<file path="config.mk">
export PLATFORM = sky130hd
export DESIGN_NAME = jacobi_polynomial_recurrence_core
export DESIGN_NICKNAME = d
export VERILOG_FILES = /design/src/rtl/core/jpr_pkg.sv /design/src/rtl/core/jpr_mul.sv /design/src/rtl/core/jpr_div.sv /design/src/rtl/core/jpr_datapath.sv /design/src/rtl/core/jpr_ctrl.sv /design/src/rtl/core/jacobi_polynomial_recurrence_core.sv
export SDC_FILE = /design/constraint.sdc
export NUM_CORES = 2
export LEC_CHECK = 0
export CAP_MARGIN = 20
export CORE_MARGIN = 3
export CORE_UTILIZATION = 53
export DETAILED_ROUTE_END_ITERATION = 12
export DONT_BUFFER_PORTS = 1
export PLACE_DENSITY = 0.78
export SLEW_MARGIN = 20
export SYNTH_ARGS = -nofsm -noshare
export SYNTH_HDL_FRONTEND = slang
export SYNTH_HIERARCHICAL = 1
export SYNTH_SLANG_ARGS = --single-unit
</file>
<file path="constraint.sdc">
create_clock -name i_clk -period 27.3 [get_ports i_clk]
set_clock_uncertainty 0.05 [all_clocks]
set_input_delay 1.365 -clock i_clk [delete_from_list [all_inputs] [get_ports i_clk]]
set_output_delay 1.365 -clock i_clk [all_outputs]
set_load 0.02 [all_outputs]
</file>
<file path="src/rtl/core/jpr_pkg.sv">
`timescale 1ns / 1ps
// ----------------------------------------------------------------------------
// jpr_pkg
// Shared types, codes and helpers for the Jacobi polynomial recurrence core.
// ----------------------------------------------------------------------------
package jpr_pkg;

    localparam int unsigned MAX_DEGREE = 31;
    localparam int unsigned DEG_W      = 5;
    localparam int unsigned PARAM_W    = 21;
    localparam int unsigned X_W        = 26;
    localparam int unsigned VAL_W      = 64;
    localparam int unsigned NUM_W      = 128;
    localparam int unsigned IN_DATA_W  = 32;
    localparam int unsigned OUT_DATA_W = 72;
    localparam int unsigned CFG_ADDR_W = 2;

    localparam logic [CFG_ADDR_W-1:0] REG_ALPHA = 2'd0;
    localparam logic [CFG_ADDR_W-1:0] REG_BETA  = 2'd1;
    localparam logic [CFG_ADDR_W-1:0] REG_TOP   = 2'd2;

    localparam logic [3:0] OP_P1  = 4'd0;
    localparam logic [3:0] OP_C1A = 4'd1;
    localparam logic [3:0] OP_C1B = 4'd2;
    localparam logic [3:0] OP_C2A = 4'd3;
    localparam logic [3:0] OP_C2B = 4'd4;
    localparam logic [3:0] OP_C3A = 4'd5;
    localparam logic [3:0] OP_C3B = 4'd6;
    localparam logic [3:0] OP_C4A = 4'd7;
    localparam logic [3:0] OP_C4B = 4'd8;
    localparam logic [3:0] OP_K   = 4'd9;
    localparam logic [3:0] OP_NA  = 4'd10;
    localparam logic [3:0] OP_NB  = 4'd11;

    typedef struct packed {
        logic       load;
        logic       emit;
        logic       inc_j;
        logic       mul_start;
        logic       div_start;
        logic [3:0] op;
    } t_cmd;

    typedef struct packed {
        logic out_free;
        logic j_zero;
        logic j_top;
        logic mul_done;
        logic div_done;
    } t_stat;

    // round to nearest (ties up), then arithmetic shift right
    function automatic logic signed [VAL_W-1:0] rsh(input logic signed [VAL_W-1:0] v,
                                                    input int unsigned sh);
        logic [VAL_W-1:0] u;
        u = v + (64'd1 << (sh - 1));
        return $signed(u) >>> sh;
    endfunction

endpackage

</file>
<file path="src/rtl/core/jpr_mul.sv">
`timescale 1ns / 1ps
// ----------------------------------------------------------------------------
// jpr_mul
// Shared signed 64x64 multiplier, shift-and-add, one multiplier bit a cycle.
// ----------------------------------------------------------------------------
module jpr_mul (
    input  logic                                i_clk,
    input  logic                                i_rst_n,
    input  logic                                i_start,
    input  logic signed [jpr_pkg::VAL_W-1:0]    i_a,
    input  logic signed [jpr_pkg::VAL_W-1:0]    i_b,
    output logic                                o_done,
    output logic signed [jpr_pkg::NUM_W-1:0]    o_prod
);

    logic                       r_busy, r_fin, r_done, r_neg;
    logic [jpr_pkg::NUM_W-1:0]  r_ma, r_acc, r_prod;
    logic [jpr_pkg::VAL_W-1:0]  r_mb;

    always_ff @(posedge i_clk) begin
        if (!i_rst_n) begin
            r_busy <= 1'b0;
            r_fin  <= 1'b0;
            r_done <= 1'b0;
        end else begin
            r_done <= !i_start && !r_busy && r_fin;
            if (i_start) begin
                r_ma   <= {64'd0, (i_a[63] ? 64'd0 - i_a : i_a)};
                r_mb   <= i_b[63] ? 64'd0 - i_b : i_b;
                r_acc  <= '0;
                r_neg  <= i_a[63] ^ i_b[63];
                r_busy <= 1'b1;
            end else if (r_busy) begin
                if (r_mb == '0) begin
                    r_busy <= 1'b0;
                    r_fin  <= 1'b1;
                end else begin
                    if (r_mb[0]) begin
                        r_acc <= r_acc + r_ma;
                    end
                    r_ma <= r_ma << 1;
                    r_mb <= r_mb >> 1;
                end
            end else if (r_fin) begin
                r_prod <= r_neg ? '0 - r_acc : r_acc;
                r_fin  <= 1'b0;
            end
        end
    end

    assign o_done = r_done;
    assign o_prod = $signed(r_prod);

endmodule

</file>
<file path="src/rtl/core/jpr_div.sv">
`timescale 1ns / 1ps
// ----------------------------------------------------------------------------
// jpr_div
// 128/64 signed divider, restoring, one quotient bit a cycle, rounds half
// away from zero and clips to 64 bits.
// ----------------------------------------------------------------------------
module jpr_div (
    input  logic                                i_clk,
    input  logic                                i_rst_n,
    input  logic                                i_start,
    input  logic signed [jpr_pkg::NUM_W-1:0]    i_num,
    input  logic signed [jpr_pkg::VAL_W-1:0]    i_den,
    output logic                                o_done,
    output logic signed [jpr_pkg::VAL_W-1:0]    o_quot,
    output logic                                o_sat
);

    localparam logic [63:0] S64_MIN = 64'h8000_0000_0000_0000;
    localparam logic [63:0] S64_MAX = 64'h7FFF_FFFF_FFFF_FFFF;

    logic                       r_prep, r_busy, r_fin, r_done, r_neg, r_sat;
    logic [jpr_pkg::NUM_W-1:0]  r_dq;
    logic [jpr_pkg::VAL_W-1:0]  r_d, r_rem, r_quot;
    logic [6:0]                 r_cnt;
    logic [64:0]                w_rem2, w_diff;
    logic                       w_ge;

    assign w_rem2 = {r_rem, r_dq[127]};
    assign w_ge   = w_rem2 >= {1'b0, r_d};
    assign w_diff = w_rem2 - {1'b0, r_d};

    always_ff @(posedge i_clk) begin
        if (!i_rst_n) begin
            r_prep <= 1'b0;
            r_busy <= 1'b0;
            r_fin  <= 1'b0;
            r_done <= 1'b0;
            r_sat  <= 1'b0;
        end else begin
            r_done <= i_start ? (i_den == '0) : (!r_prep && !r_busy && r_fin);
            if (i_start) begin
                if (i_den == '0) begin
                    r_quot <= (i_num == '0) ? 64'd0 : (i_num[127] ? S64_MIN : S64_MAX);
                    r_sat  <= i_num != '0;
                end else begin
                    r_dq   <= i_num[127] ? '0 - i_num : i_num;
                    r_d    <= i_den[63] ? 64'd0 - i_den : i_den;
                    r_neg  <= i_num[127] ^ i_den[63];
                    r_prep <= 1'b1;
                end
            end else if (r_prep) begin
                r_dq   <= r_dq + {65'd0, r_d[63:1]};
                r_rem  <= '0;
                r_cnt  <= '0;
                r_prep <= 1'b0;
                r_busy <= 1'b1;
            end else if (r_busy) begin
                r_rem <= w_ge ? w_diff[63:0] : w_rem2[63:0];
                r_dq  <= {r_dq[126:0], w_ge};
                r_cnt <= r_cnt + 7'd1;
                if (r_cnt == 7'(jpr_pkg::NUM_W - 1)) begin
                    r_busy <= 1'b0;
                    r_fin  <= 1'b1;
                end
            end else if (r_fin) begin
                r_fin  <= 1'b0;
                if (r_neg) begin
                    if (r_dq[127:64] != '0 || r_dq[63:0] > S64_MIN) begin
                        r_quot <= S64_MIN;
                        r_sat  <= 1'b1;
                    end else begin
                        r_quot <= 64'd0 - r_dq[63:0];
                        r_sat  <= 1'b0;
                    end
                end else begin
                    if (r_dq[127:64] != '0 || r_dq[63]) begin
                        r_quot <= S64_MAX;
                        r_sat  <= 1'b1;
                    end else begin
                        r_quot <= r_dq[63:0];
                        r_sat  <= 1'b0;
                    end
                end
            end
        end
    end

    assign o_done = r_done;
    assign o_quot = $signed(r_quot);
    assign o_sat  = r_sat;

endmodule

</file>
<file path="src/rtl/core/jpr_datapath.sv">
`timescale 1ns / 1ps
// ----------------------------------------------------------------------------
// jpr_datapath
// Registers, coefficient terms, shared multiplier and divider, result register.
// ----------------------------------------------------------------------------
module jpr_datapath (
    input  logic                                    i_clk,
    input  logic                                    i_rst_n,
    input  logic                                    i_cfg_we,
    input  logic [jpr_pkg::CFG_ADDR_W-1:0]          i_cfg_addr,
    input  logic [jpr_pkg::PARAM_W-1:0]             i_cfg_data,
    input  logic signed [jpr_pkg::X_W-1:0]          i_x,
    input  logic                                    i_last,
    input  jpr_pkg::t_cmd                           i_cmd,
    output jpr_pkg::t_stat                          o_stat,
    output logic                                    o_m_tvalid,
    input  logic                                    i_m_tready,
    output logic [jpr_pkg::OUT_DATA_W-1:0]          o_m_tdata,
    output logic                                    o_m_tlast,
    output logic [1:0]                              o_m_tuser
);

    logic signed [20:0] r_alpha, r_beta;
    logic [4:0]         r_top, r_n, r_j, r_deg;
    logic signed [25:0] r_x;
    logic               r_last, r_sticky, r_m_valid, r_olast, r_obatch, r_osat;
    logic signed [63:0] r_prev, r_bpp, r_tmp, r_c1, r_c2, r_c3, r_c4, r_val;
    logic signed [127:0] r_num;

    logic signed [63:0] w_a, w_b, w_s, w_d, w_j, w_x;
    logic signed [63:0] w_js, w_2m2, w_2m1, w_2j, w_ua, w_ub;
    logic signed [63:0] w_ma, w_mb, w_lo, w_r16;
    logic signed [127:0] w_prod;
    logic signed [63:0] w_quot;
    logic               w_mdone, w_ddone, w_dsat, w_out_free;

    assign w_a   = {{43{r_alpha[20]}}, r_alpha};
    assign w_b   = {{43{r_beta[20]}}, r_beta};
    assign w_s   = w_a + w_b;
    assign w_d   = w_a - w_b;
    assign w_j   = {59'd0, r_j};
    assign w_x   = {{38{r_x[25]}}, r_x};
    assign w_js  = (w_j <<< 16) + w_s;
    assign w_2m2 = (((w_j <<< 1) - 64'sd2) <<< 16) + w_s;
    assign w_2m1 = (((w_j <<< 1) - 64'sd1) <<< 16) + w_s;
    assign w_2j  = ((w_j <<< 1) <<< 16) + w_s;
    assign w_ua  = ((w_j - 64'sd1) <<< 16) + w_a;
    assign w_ub  = ((w_j - 64'sd1) <<< 16) + w_b;

    always_comb begin
        w_ma = w_js;
        w_mb = w_2m2;
        unique case (i_cmd.op)
            jpr_pkg::OP_P1:  begin w_ma = (64'sd1 <<< 17) + w_s; w_mb = w_x;   end
            jpr_pkg::OP_C1A: begin w_ma = w_js;  w_mb = w_2m2;                 end
            jpr_pkg::OP_C1B: begin w_ma = r_tmp; w_mb = w_j <<< 1;             end
            jpr_pkg::OP_C2A: begin w_ma = w_2m1; w_mb = w_2j;                  end
            jpr_pkg::OP_C2B: begin w_ma = r_tmp; w_mb = w_2m2;                 end
            jpr_pkg::OP_C3A: begin w_ma = w_2m1; w_mb = w_s;                   end
            jpr_pkg::OP_C3B: begin w_ma = r_tmp; w_mb = w_d;                   end
            jpr_pkg::OP_C4A: begin w_ma = w_ua;  w_mb = w_ub;                  end
            jpr_pkg::OP_C4B: begin w_ma = r_tmp; w_mb = w_2j;                  end
            jpr_pkg::OP_K:   begin w_ma = r_c2;  w_mb = w_x;                   end
            jpr_pkg::OP_NA:  begin w_ma = r_c3;  w_mb = r_prev;                end
            jpr_pkg::OP_NB:  begin w_ma = r_c4;  w_mb = r_bpp;                 end
            default:         begin w_ma = w_js;  w_mb = w_2m2;                 end
        endcase
    end

    jpr_mul u_mul (
        .i_clk   (i_clk),
        .i_rst_n (i_rst_n),
        .i_start (i_cmd.mul_start),
        .i_a     (w_ma),
        .i_b     (w_mb),
        .o_done  (w_mdone),
        .o_prod  (w_prod)
    );

    jpr_div u_div (
        .i_clk   (i_clk),
        .i_rst_n (i_rst_n),
        .i_start (i_cmd.div_start),
        .i_num   (r_num),
        .i_den   (r_c1),
        .o_done  (w_ddone),
        .o_quot  (w_quot),
        .o_sat   (w_dsat)
    );

    assign w_lo       = w_prod[63:0];
    assign w_r16      = jpr_pkg::rsh(w_lo, 16);
    assign w_out_free = !r_m_valid || i_m_tready;

    always_ff @(posedge i_clk) begin
        if (!i_rst_n) begin
            r_alpha   <= '0;
            r_beta    <= '0;
            r_top     <= '0;
            r_n       <= '0;
            r_j       <= '0;
            r_prev    <= '0;
            r_bpp     <= '0;
            r_sticky  <= 1'b0;
            r_m_valid <= 1'b0;
        end else begin
            if (i_cfg_we) begin
                unique case (i_cfg_addr)
                    jpr_pkg::REG_ALPHA: r_alpha <= $signed(i_cfg_data);
                    jpr_pkg::REG_BETA:  r_beta  <= $signed(i_cfg_data);
                    jpr_pkg::REG_TOP:   r_top   <= i_cfg_data[4:0];
                    default: ;
                endcase
            end
            if (i_cmd.load) begin
                r_x      <= i_x;
                r_last   <= i_last;
                r_n      <= (r_top > 5'(jpr_pkg::MAX_DEGREE)) ? 5'(jpr_pkg::MAX_DEGREE) : r_top;
                r_j      <= '0;
                r_prev   <= 64'sd1 <<< 24;
                r_bpp    <= '0;
                r_sticky <= 1'b0;
            end
            if (i_cmd.inc_j) begin
                r_j <= r_j + 5'd1;
            end
            if (w_mdone) begin
                case (i_cmd.op) inside
                    jpr_pkg::OP_P1: begin
                        r_prev <= jpr_pkg::rsh(w_lo + (w_d <<< 24), 17);
                        r_bpp  <= r_prev;
                        r_j    <= 5'd1;
                    end
                    jpr_pkg::OP_C1A, jpr_pkg::OP_C2A,
                    jpr_pkg::OP_C3A, jpr_pkg::OP_C4A: r_tmp <= w_r16;
                    jpr_pkg::OP_C1B: r_c1  <= w_lo;
                    jpr_pkg::OP_C2B: r_c2  <= w_r16;
                    jpr_pkg::OP_C3B: r_c3  <= w_r16;
                    jpr_pkg::OP_C4B: r_c4  <= 64'sd0 - (w_r16 <<< 1);
                    jpr_pkg::OP_K:   r_c3  <= r_c3 + jpr_pkg::rsh(w_lo, 24);
                    jpr_pkg::OP_NA:  r_num <= w_prod;
                    jpr_pkg::OP_NB:  r_num <= r_num + w_prod;
                    default: ;
                endcase
            end
            if (w_ddone) begin
                r_bpp    <= r_prev;
                r_prev   <= w_quot;
                r_sticky <= r_sticky | w_dsat;
            end
            if (i_cmd.emit) begin
                r_m_valid <= 1'b1;
                r_val     <= r_prev;
                r_deg     <= r_j;
                r_olast   <= r_j == r_n;
                r_obatch  <= r_last;
                r_osat    <= r_sticky;
            end else if (i_m_tready) begin
                r_m_valid <= 1'b0;
            end
        end
    end

    assign o_stat.out_free = w_out_free;
    assign o_stat.j_zero   = r_j == '0;
    assign o_stat.j_top    = r_j == r_n;
    assign o_stat.mul_done = w_mdone;
    assign o_stat.div_done = w_ddone;

    assign o_m_tvalid = r_m_valid;
    assign o_m_tdata  = {3'b000, r_deg, r_val};
    assign o_m_tlast  = r_olast;
    assign o_m_tuser  = {r_osat, r_obatch};

endmodule

</file>
<file path="src/rtl/core/jpr_ctrl.sv">
`timescale 1ns / 1ps
// ----------------------------------------------------------------------------
// jpr_ctrl
// Sequencer: per point emits degree 0, runs P1 if the top degree is not 0,
// then per higher degree eleven multiplies, one divide and a result request.
// ----------------------------------------------------------------------------
module jpr_ctrl (
    input  logic            i_clk,
    input  logic            i_rst_n,
    input  logic            i_s_tvalid,
    output logic            o_s_tready,
    input  jpr_pkg::t_stat  i_stat,
    output jpr_pkg::t_cmd   o_cmd
);

    localparam logic [2:0] S_IDLE   = 3'd0;
    localparam logic [2:0] S_EMIT   = 3'd1;
    localparam logic [2:0] S_MSTART = 3'd2;
    localparam logic [2:0] S_MWAIT  = 3'd3;
    localparam logic [2:0] S_DSTART = 3'd4;
    localparam logic [2:0] S_DWAIT  = 3'd5;

    logic [2:0] r_state, n_state;
    logic [3:0] r_op, n_op;

    always_comb begin
        n_state         = r_state;
        n_op            = r_op;
        o_cmd           = '0;
        o_cmd.op        = r_op;
        unique case (r_state)
            S_IDLE: begin
                if (i_s_tvalid) begin
                    o_cmd.load = 1'b1;
                    n_state    = S_EMIT;
                end
            end
            S_EMIT: begin
                if (i_stat.out_free) begin
                    o_cmd.emit = 1'b1;
                    if (i_stat.j_top) begin
                        n_state = S_IDLE;
                    end else if (i_stat.j_zero) begin
                        n_op    = jpr_pkg::OP_P1;
                        n_state = S_MSTART;
                    end else begin
                        o_cmd.inc_j = 1'b1;
                        n_op        = jpr_pkg::OP_C1A;
                        n_state     = S_MSTART;
                    end
                end
            end
            S_MSTART: begin
                o_cmd.mul_start = 1'b1;
                n_state         = S_MWAIT;
            end
            S_MWAIT: begin
                if (i_stat.mul_done) begin
                    if (r_op == jpr_pkg::OP_P1) begin
                        n_state = S_EMIT;
                    end else if (r_op == jpr_pkg::OP_NB) begin
                        n_state = S_DSTART;
                    end else begin
                        n_op    = r_op + 4'd1;
                        n_state = S_MSTART;
                    end
                end
            end
            S_DSTART: begin
                o_cmd.div_start = 1'b1;
                n_state         = S_DWAIT;
            end
            S_DWAIT: begin
                if (i_stat.div_done) begin
                    n_state = S_EMIT;
                end
            end
            default: n_state = S_IDLE;
        endcase
    end

    always_ff @(posedge i_clk) begin
        if (!i_rst_n) begin
            r_state <= S_IDLE;
            r_op    <= jpr_pkg::OP_P1;
        end else begin
            r_state <= n_state;
            r_op    <= n_op;
        end
    end

    assign o_s_tready = r_state == S_IDLE;

    a_start_pulse: assert property (@(posedge i_clk) disable iff (!i_rst_n)
        o_cmd.mul_start |=> !o_cmd.mul_start)
        else $error("multiply start held");
    a_mul_done_wait: assert property (@(posedge i_clk) disable iff (!i_rst_n)
        i_stat.mul_done |-> r_state == S_MWAIT)
        else $error("multiply done outside wait");
    a_div_done_wait: assert property (@(posedge i_clk) disable iff (!i_rst_n)
        i_stat.div_done |-> r_state == S_DWAIT)
        else $error("divide done outside wait");
    a_emit_free: assert property (@(posedge i_clk) disable iff (!i_rst_n)
        o_cmd.emit |-> i_stat.out_free)
        else $error("result overwritten");

endmodule

</file>
<file path="src/rtl/core/jacobi_polynomial_recurrence_core.sv">
`timescale 1ns / 1ps
// ----------------------------------------------------------------------------
// jacobi_polynomial_recurrence_core
// Emits Jacobi polynomial values P0..Pn at each input point x.
//
//   port group  dir  fields (low bit up)
//   s (input)   in   tdata: x_point[25:0]; tlast: last_point
//   m (result)  out  tdata: poly_value[63:0], degree_index[68:64];
//                    tlast: last_degree; tuser: last_of_batch, saturated
//   cfg         in   addr 0 alpha_q16, 1 beta_q16, 2 top_degree
//
// Degree 0 is presented after the load, once the result register is free;
// degree 1 needs one multiply by x. Each higher degree runs eleven
// multiplies on one shift-add unit and a 128-step divide.
// A new point is taken only once the previous point's last degree is issued.
// A stalled result register holds the sequencer at its next result.
// Reset is synchronous, active low, and clears all control state.
// ----------------------------------------------------------------------------
module jacobi_polynomial_recurrence_core (
    input  logic                                i_clk,
    input  logic                                i_rst_n,
    input  logic                                i_cfg_we,
    input  logic [jpr_pkg::CFG_ADDR_W-1:0]      i_cfg_addr,
    input  logic [jpr_pkg::PARAM_W-1:0]         i_cfg_data,
    input  logic                                i_s_tvalid,
    output logic                                o_s_tready,
    input  logic [jpr_pkg::IN_DATA_W-1:0]       i_s_tdata,  // x_point[25:0]
    input  logic                                i_s_tlast,
    output logic                                o_m_tvalid,
    input  logic                                i_m_tready,
    output logic [jpr_pkg::OUT_DATA_W-1:0]      o_m_tdata,  // poly_value, degree_index
    output logic                                o_m_tlast,
    output logic [1:0]                          o_m_tuser   // last_of_batch, saturated
);

    jpr_pkg::t_cmd  w_cmd;
    jpr_pkg::t_stat w_stat;

    jpr_ctrl u_ctrl (
        .i_clk      (i_clk),
        .i_rst_n    (i_rst_n),
        .i_s_tvalid (i_s_tvalid),
        .o_s_tready (o_s_tready),
        .i_stat     (w_stat),
        .o_cmd      (w_cmd)
    );

    jpr_datapath u_dp (
        .i_clk      (i_clk),
        .i_rst_n    (i_rst_n),
        .i_cfg_we   (i_cfg_we),
        .i_cfg_addr (i_cfg_addr),
        .i_cfg_data (i_cfg_data),
        .i_x        ($signed(i_s_tdata[25:0])),
        .i_last     (i_s_tlast),
        .i_cmd      (w_cmd),
        .o_stat     (w_stat),
        .o_m_tvalid (o_m_tvalid),
        .i_m_tready (i_m_tready),
        .o_m_tdata  (o_m_tdata),
        .o_m_tlast  (o_m_tlast),
        .o_m_tuser  (o_m_tuser)
    );

endmodule
</file>
Word level (Yosys, flattened, before mapping)

Index checks and enable logic that the tools add are counted.
Widths: inputs -> output; s select.

Memories kept: 0
Output and inout bits: 77
Input bits: 61
Logic and storage cells: 287
Register bits: 1,494
Latch bits: 0
Memory bits (writable): 0
Bits in read-only memories: 0

$mul: 0
Add/subtract/negate cells: 31
Equality and inequality tests: 35
Multiplexer cells: 97
Div/mod/pow operators: 0
Shift operators: 0
Magnitude comparators: 3
Reductions and logical operators: 61
Bitwise gates (word level): 15

Operators by type and width:

| cell                    | count |
|---|---|
| $mux 64                 | 29 |
| $mux 128                | 13 |
| $pmux 64 s8             | 1 |
| $pmux 64 s7             | 1 |
| $add 128x128->128       | 2 |
| $sub 1x128->128 const A | 2 |
| $sub 1x64->64 const A   | 4 |
| $add 64x64->64          | 3 |
| $add 128x63->128        | 1 |
| $logic_not 128->1       | 1 |
| $logic_not 64->1        | 2 |
| $reduce_bool 128->1     | 1 |
| $ge 65x64->1            | 1 |
| $add 19x64->64 const A  | 1 |
| $add 22x64->64          | 1 |
| $add 23x64->64          | 1 |
| $add 64x16->64 const B  | 1 |
| $add 64x17->64 const B  | 1 |
| $add 64x24->64 const B  | 1 |
| $add 64x40->64          | 1 |
| $gt 64x64->1 const B    | 1 |
| $reduce_bool 64->1      | 1 |
| $sub 64x64->64          | 1 |
| $mux 63                 | 1 |
| other kinds (53)        | 170 |

Depth between registers and ports, before layout

Depth in word-level cells: 8
Depth in mapped cells: 33
Gate-level depth less buffers: 32

Hierarchy

Netlist, hierarchy kept.

By module, submodules not included:

| module       | times used | cells each | seq. area each (sq um) | area an instance (sq um) |
|---|---|---|---|---|
| jpr_datapath | 1          | 5,386      | 18,758.0               | 48,061.1 |
| jpr_div      | 1          | 3,671      | 9,949.5                | 30,080.1 |
| jpr_mul      | 1          | 3,097      | 13,543.0               | 29,911.2 |
| jpr_ctrl     | 1          | 67         | 140.1                  | 556.8 |

Worst setup path after synthesis

No wires, ideal clock.

Path kind: in2reg
Start: input i_rst_n
End: register u_dp/u_mul/r_acc[0] in the netlist's numbering (enable)
Required time: 26.752 ns
Cell stages on the path: 3
Setup time: 0.498 ns
Data arrival time: 13.310 ns
Path slack: 13.442 ns
Buffers on the path: 0
Path through: o21ai_0 nor2b_1 o21a_1

Word-level cells in the longest chain between the ends: 1

RTL lines:

| element                           | line                                    | text |
|---|---|---|
| start, declared                   | jacobi_polynomial_recurrence_core.sv:21 | `input logic i_rst_n,` |
| $reduce_and 4->1 (no source line) | n/a                                     |  |
| end signal, assigned              | jpr_mul.sv:39                           | `r_acc <= r_acc + r_ma;` |
| end, declared                     | jpr_mul.sv:17                           | `logic [jpr_pkg::NUM_W-1:0] r_ma, r_acc, r_prod;` |

No other way between the ends.
A chain may end at the register's enable or synchronous reset.

Final worst setup path

Start: register u_dp.r_beta[0]
End: register u_dp/u_mul/r_mb[57] in the netlist's numbering, data pin

Word-level cells in the longest chain between the ends: 6
Elaborated cells on any way between the ends: 9
Classes of those cells: 6 x add/sub; 3 x mux

RTL lines:

| element                                                 | line                                   | text |
|---|---|---|
| start, declared                                         | jpr_datapath.sv:23                     | `logic signed [20:0] r_alpha, r_beta;` |
| start signal, assigned                                  | jpr_datapath.sv:110                    | `jpr_pkg::REG_BETA: r_beta <= $signed(i_cfg_data);` |
| $add 21x21->22                                          | jpr_datapath.sv:39                     | `assign w_s = w_a + w_b;` |
| $add 64x64->64 / $add 23x64->64 (equally long branches) | jpr_datapath.sv:44, jpr_datapath.sv:46 |  |
| $pmux 64 s8 (*)                                         | jpr_datapath.sv:53                     | `unique case (i_cmd.op)` |
| named net u_dp.w_mb[21]                                 | jpr_datapath.sv:32                     | `logic signed [63:0] w_ma, w_mb, w_lo, w_r16;` |
| $sub 1x64->64 (*)                                       | jpr_mul.sv:29                          | `r_mb <= i_b[63] ? 64'd0 - i_b : i_b;` |
| $mux 64 (*)                                             | jpr_mul.sv:29                          |  |
| $mux 64 (*)                                             | jpr_mul.sv:27                          | `if (i_start) begin` |
| end signal, assigned                                    | jpr_mul.sv:29                          |  |
| end signal, assigned                                    | jpr_mul.sv:42                          | `r_mb <= r_mb >> 1;` |
| end, declared                                           | jpr_mul.sv:18                          | `logic [jpr_pkg::VAL_W-1:0] r_mb;` |

Mark *: on every way through the listed nets, which the timed path passes. The rest lies on a longest branch.

==> results.json <==
{
  "antenna_found_initial": 26,
  "drive_gt1_share_pct": 5.66,
  "syn_inst": 12200,
  "placed_area_um2": 111000,
  "worstSetupEndpoint": "u_dp/u_mul/r_mb[57]$_DFFE_PP_",
  "htreeDepth": 4,
  "r2r-end": "u_dp/u_mul/r_mb[57]$_DFFE_PP_",
  "fp.dieH_um": 459,
  "critPathKind": "register to register",
  "drt_iter0_drc": 13400,
  "gp_congestion": 1.00,
  "worstPathRequired_ns": 27.81,
  "grt_overflow": 0,
  "synth_warnings": 6,
  "slowest_delay_ns": 0.63,
  "die-area_um2": 210000,
  "clk_latency_ns": 0.86,
  "hold_class": "register to register",
  "std_cell_rows": 165,
  "rrSetupSlack_ns": 18.16,
  "synth.avg_cell_area_um2": 8.89,
  "slew-limit-headroom_pct": 18.7,
  "core-area_um2": 203000,
  "cts_buffer_depth": 3,
  "hold_viol": 0,
  "cts_made_buffers": 171,
  "synth_area_um2": 109000,
  "final_common_cell": "nand2_1",
  "holdWs_ns": 0.370,
  "pwr_density_cell_nw_per_um2": 45.2,
  "grt_pass1_wl_mm": 576,
  "async_flop_share_pct": 0,
  "irDropWorstVdd_v": 0.0000740,
  "tightest_slew_ns": 1.22,
  "antenna_left": 0,
  "remaining_drc_errors": 0,
  "cts_setup_buffers": 0,
  "synth-seq-area-share_pct": 39.0,
  "critPathBufInv": 2,
  "path_depth": 31,
  "period_minus_slack_ns": 9.14,
  "leakage_nw": 41.4,
  "num_vias": 98500,
  "rr_startpoint": "u_dp/r_beta[0]$_SDFFE_PN0P_",
  "max_freq_ghz": 0.109,
  "first_pass_iters": 9,
  "ys_types": 121,
  "rsz0062_at_grt": "false",
  "finalMaxSlewViolations": 0,
  "hold_buffers": 0,
  "fin_setup_tns_ns": 0,
  "track_usage_pct": 35.7,
  "die_w_um": 459,
  "finalSetupViolCount": 0,
  "crit_top_cell": "a21oi_1",
  "ys_top_cells_by_area": "edfxtp_1, ha_1, xnor2_1",
  "most-common-layout-cells": "nand2_1, edfxtp_1, a21oi_1",
  "io_pins": 138,
  "via_per_inst": 6.71,
  "wl_per_cell_um": 26.6,
  "reg2reg_depth": 31,
  "synth_ff_type": "edfxtp_1",
  "grt_max_degree": 208,
  "cts_sinks": 1479,
  "cp-end-kind": "register",
  "grt_pass1_vias": 91100,
  "worstPathArrival_ns": 9.65,
  "slowest_stage": "or4_1",
  "final.period_utilization_pct": 33.5,
  "cap_violations": 0,
  "yosysTopAreaCellShare_pct": 35.3,
  "ys_ff_latch": 1479,
  "place.port_buffers": 0,
  "yosysTopAreaCell": "edfxtp_1",
  "dp_hpwl_mm": 293,
  "layout.nets": 12500,
  "start_util_pct": 53.5,
  "clock-root-buffer": "clkbuf_16",
  "cpLargestDelayFamily": "simple AND/OR/NAND/NOR gates",
  "synth_edf_count": 1277,
  "status": "finished, final reports clean",
  "cts_tree": "yes",
  "cp-start-kind": "register",
  "crit_fanout": 7,
  "path_clk_slew_ns": 0.06,
  "total_power_mw": 5.28,
  "cts_resized": 0,
  "wl_mm": 391,
  "crit_start": "u_dp/r_beta[0]$_SDFFE_PN0P_",
  "post-route-cell-area_um2": 117000,
  "syn_to_final_growth_pct": 7.42
}
## worst min path at each step
stage,startpoint,end,slack [ns],cells after the start
2_1_floorplan,u_dp/r_last$_DFFE_PP_,u_dp/r_obatch$_DFFE_PP_,0.35,0
3_3_place_gp,u_dp/r_last$_DFFE_PP_,u_dp/r_obatch$_DFFE_PP_,0.35,0
3_5_place_dp,u_dp/r_last$_DFFE_PP_,u_dp/r_obatch$_DFFE_PP_,0.36,0
4_1_cts,u_dp/r_last$_DFFE_PP_,u_dp/r_obatch$_DFFE_PP_,0.37,0
5_1_grt,u_dp/r_last$_DFFE_PP_,u_dp/r_obatch$_DFFE_PP_,0.37,0
6_report,u_dp/r_last$_DFFE_PP_,u_dp/r_obatch$_DFFE_PP_,0.37,0
## registers in the layout, summed over array words and instances, names as in the netlist, 128 cells and up
register	cells
u_dp/u_div/r_dq	128
u_dp/u_mul/o_prod	128
u_dp/u_mul/r_ma	128
u_dp/u_mul/r_acc	128
u_dp/r_num	128
## logic make-up after synthesis
family	synth area share (%)
AND/OR/NAND/NOR	18.7
AO/OA/AOI/OAI	21.9
flip-flops	39.0
XOR/XNOR	9.00
buffers and inverters	3.73
adder cells (fa/ha/maj)	6.86
multiplexers	0.831
other	0.00345
## per-stage QoR
step / setup slack (ns) / util, % / instances
final: 18.16 / 57.5 / 14700
after global routing: 17.52 / 57.5 / 14700
after CTS: 18.33 / 57.5 / 14700
after detailed placement: 18.36 / 54.6 / 14400
after global placement: 18.50 / 54.6 / 14400
after floorplan: 13.44 / - / 12200
## cell type report
class / instances / area [um2]
inverters: 339 / 1270
clock buffers: 202 / 4510
diodes: 13 / 32.5
repair buffers: 174 / 1360
flip-flops and latches: 1479 / 42400
fillers: 17800 / 86300
clock inverters: 119 / 1340
multi-input cells: 9693 / 62400
well taps: 2672 / 3340
## power by group
group	internal, mW	switching, mW
logic	0.149	0.263
registers	2.44	0.0171
clock network	1.38	1.03
total	3.97	1.31
## per-layer routing
metal | part of all wire [%] | vias to the layer above | GRT usage [%]
met5 | 0.044 | - | 0
met4 | 5.4 | 24 | 16.8
met3 | 10 | 968 | 7.46
met2 | 43 | 5397 | 53.5
met1 | 41 | 47400 | 49.3
li1 | - | 44800 | -
## Yosys cell counts (202+ instances only)
master and count:
a21o_1 254, a21oi_1 1159, clkbuf_1 626, dfxtp_1 202, edfxtp_1 1277, ha_1 575
inv_1 333, nand2_1 1291, nand3_1 319, nand4_1 281, nor2_1 1070, nor3_1 232
o21ai_0 773, xnor2_1 665, xor2_1 446
Note: power is estimated with default switching activity, not from simulation.
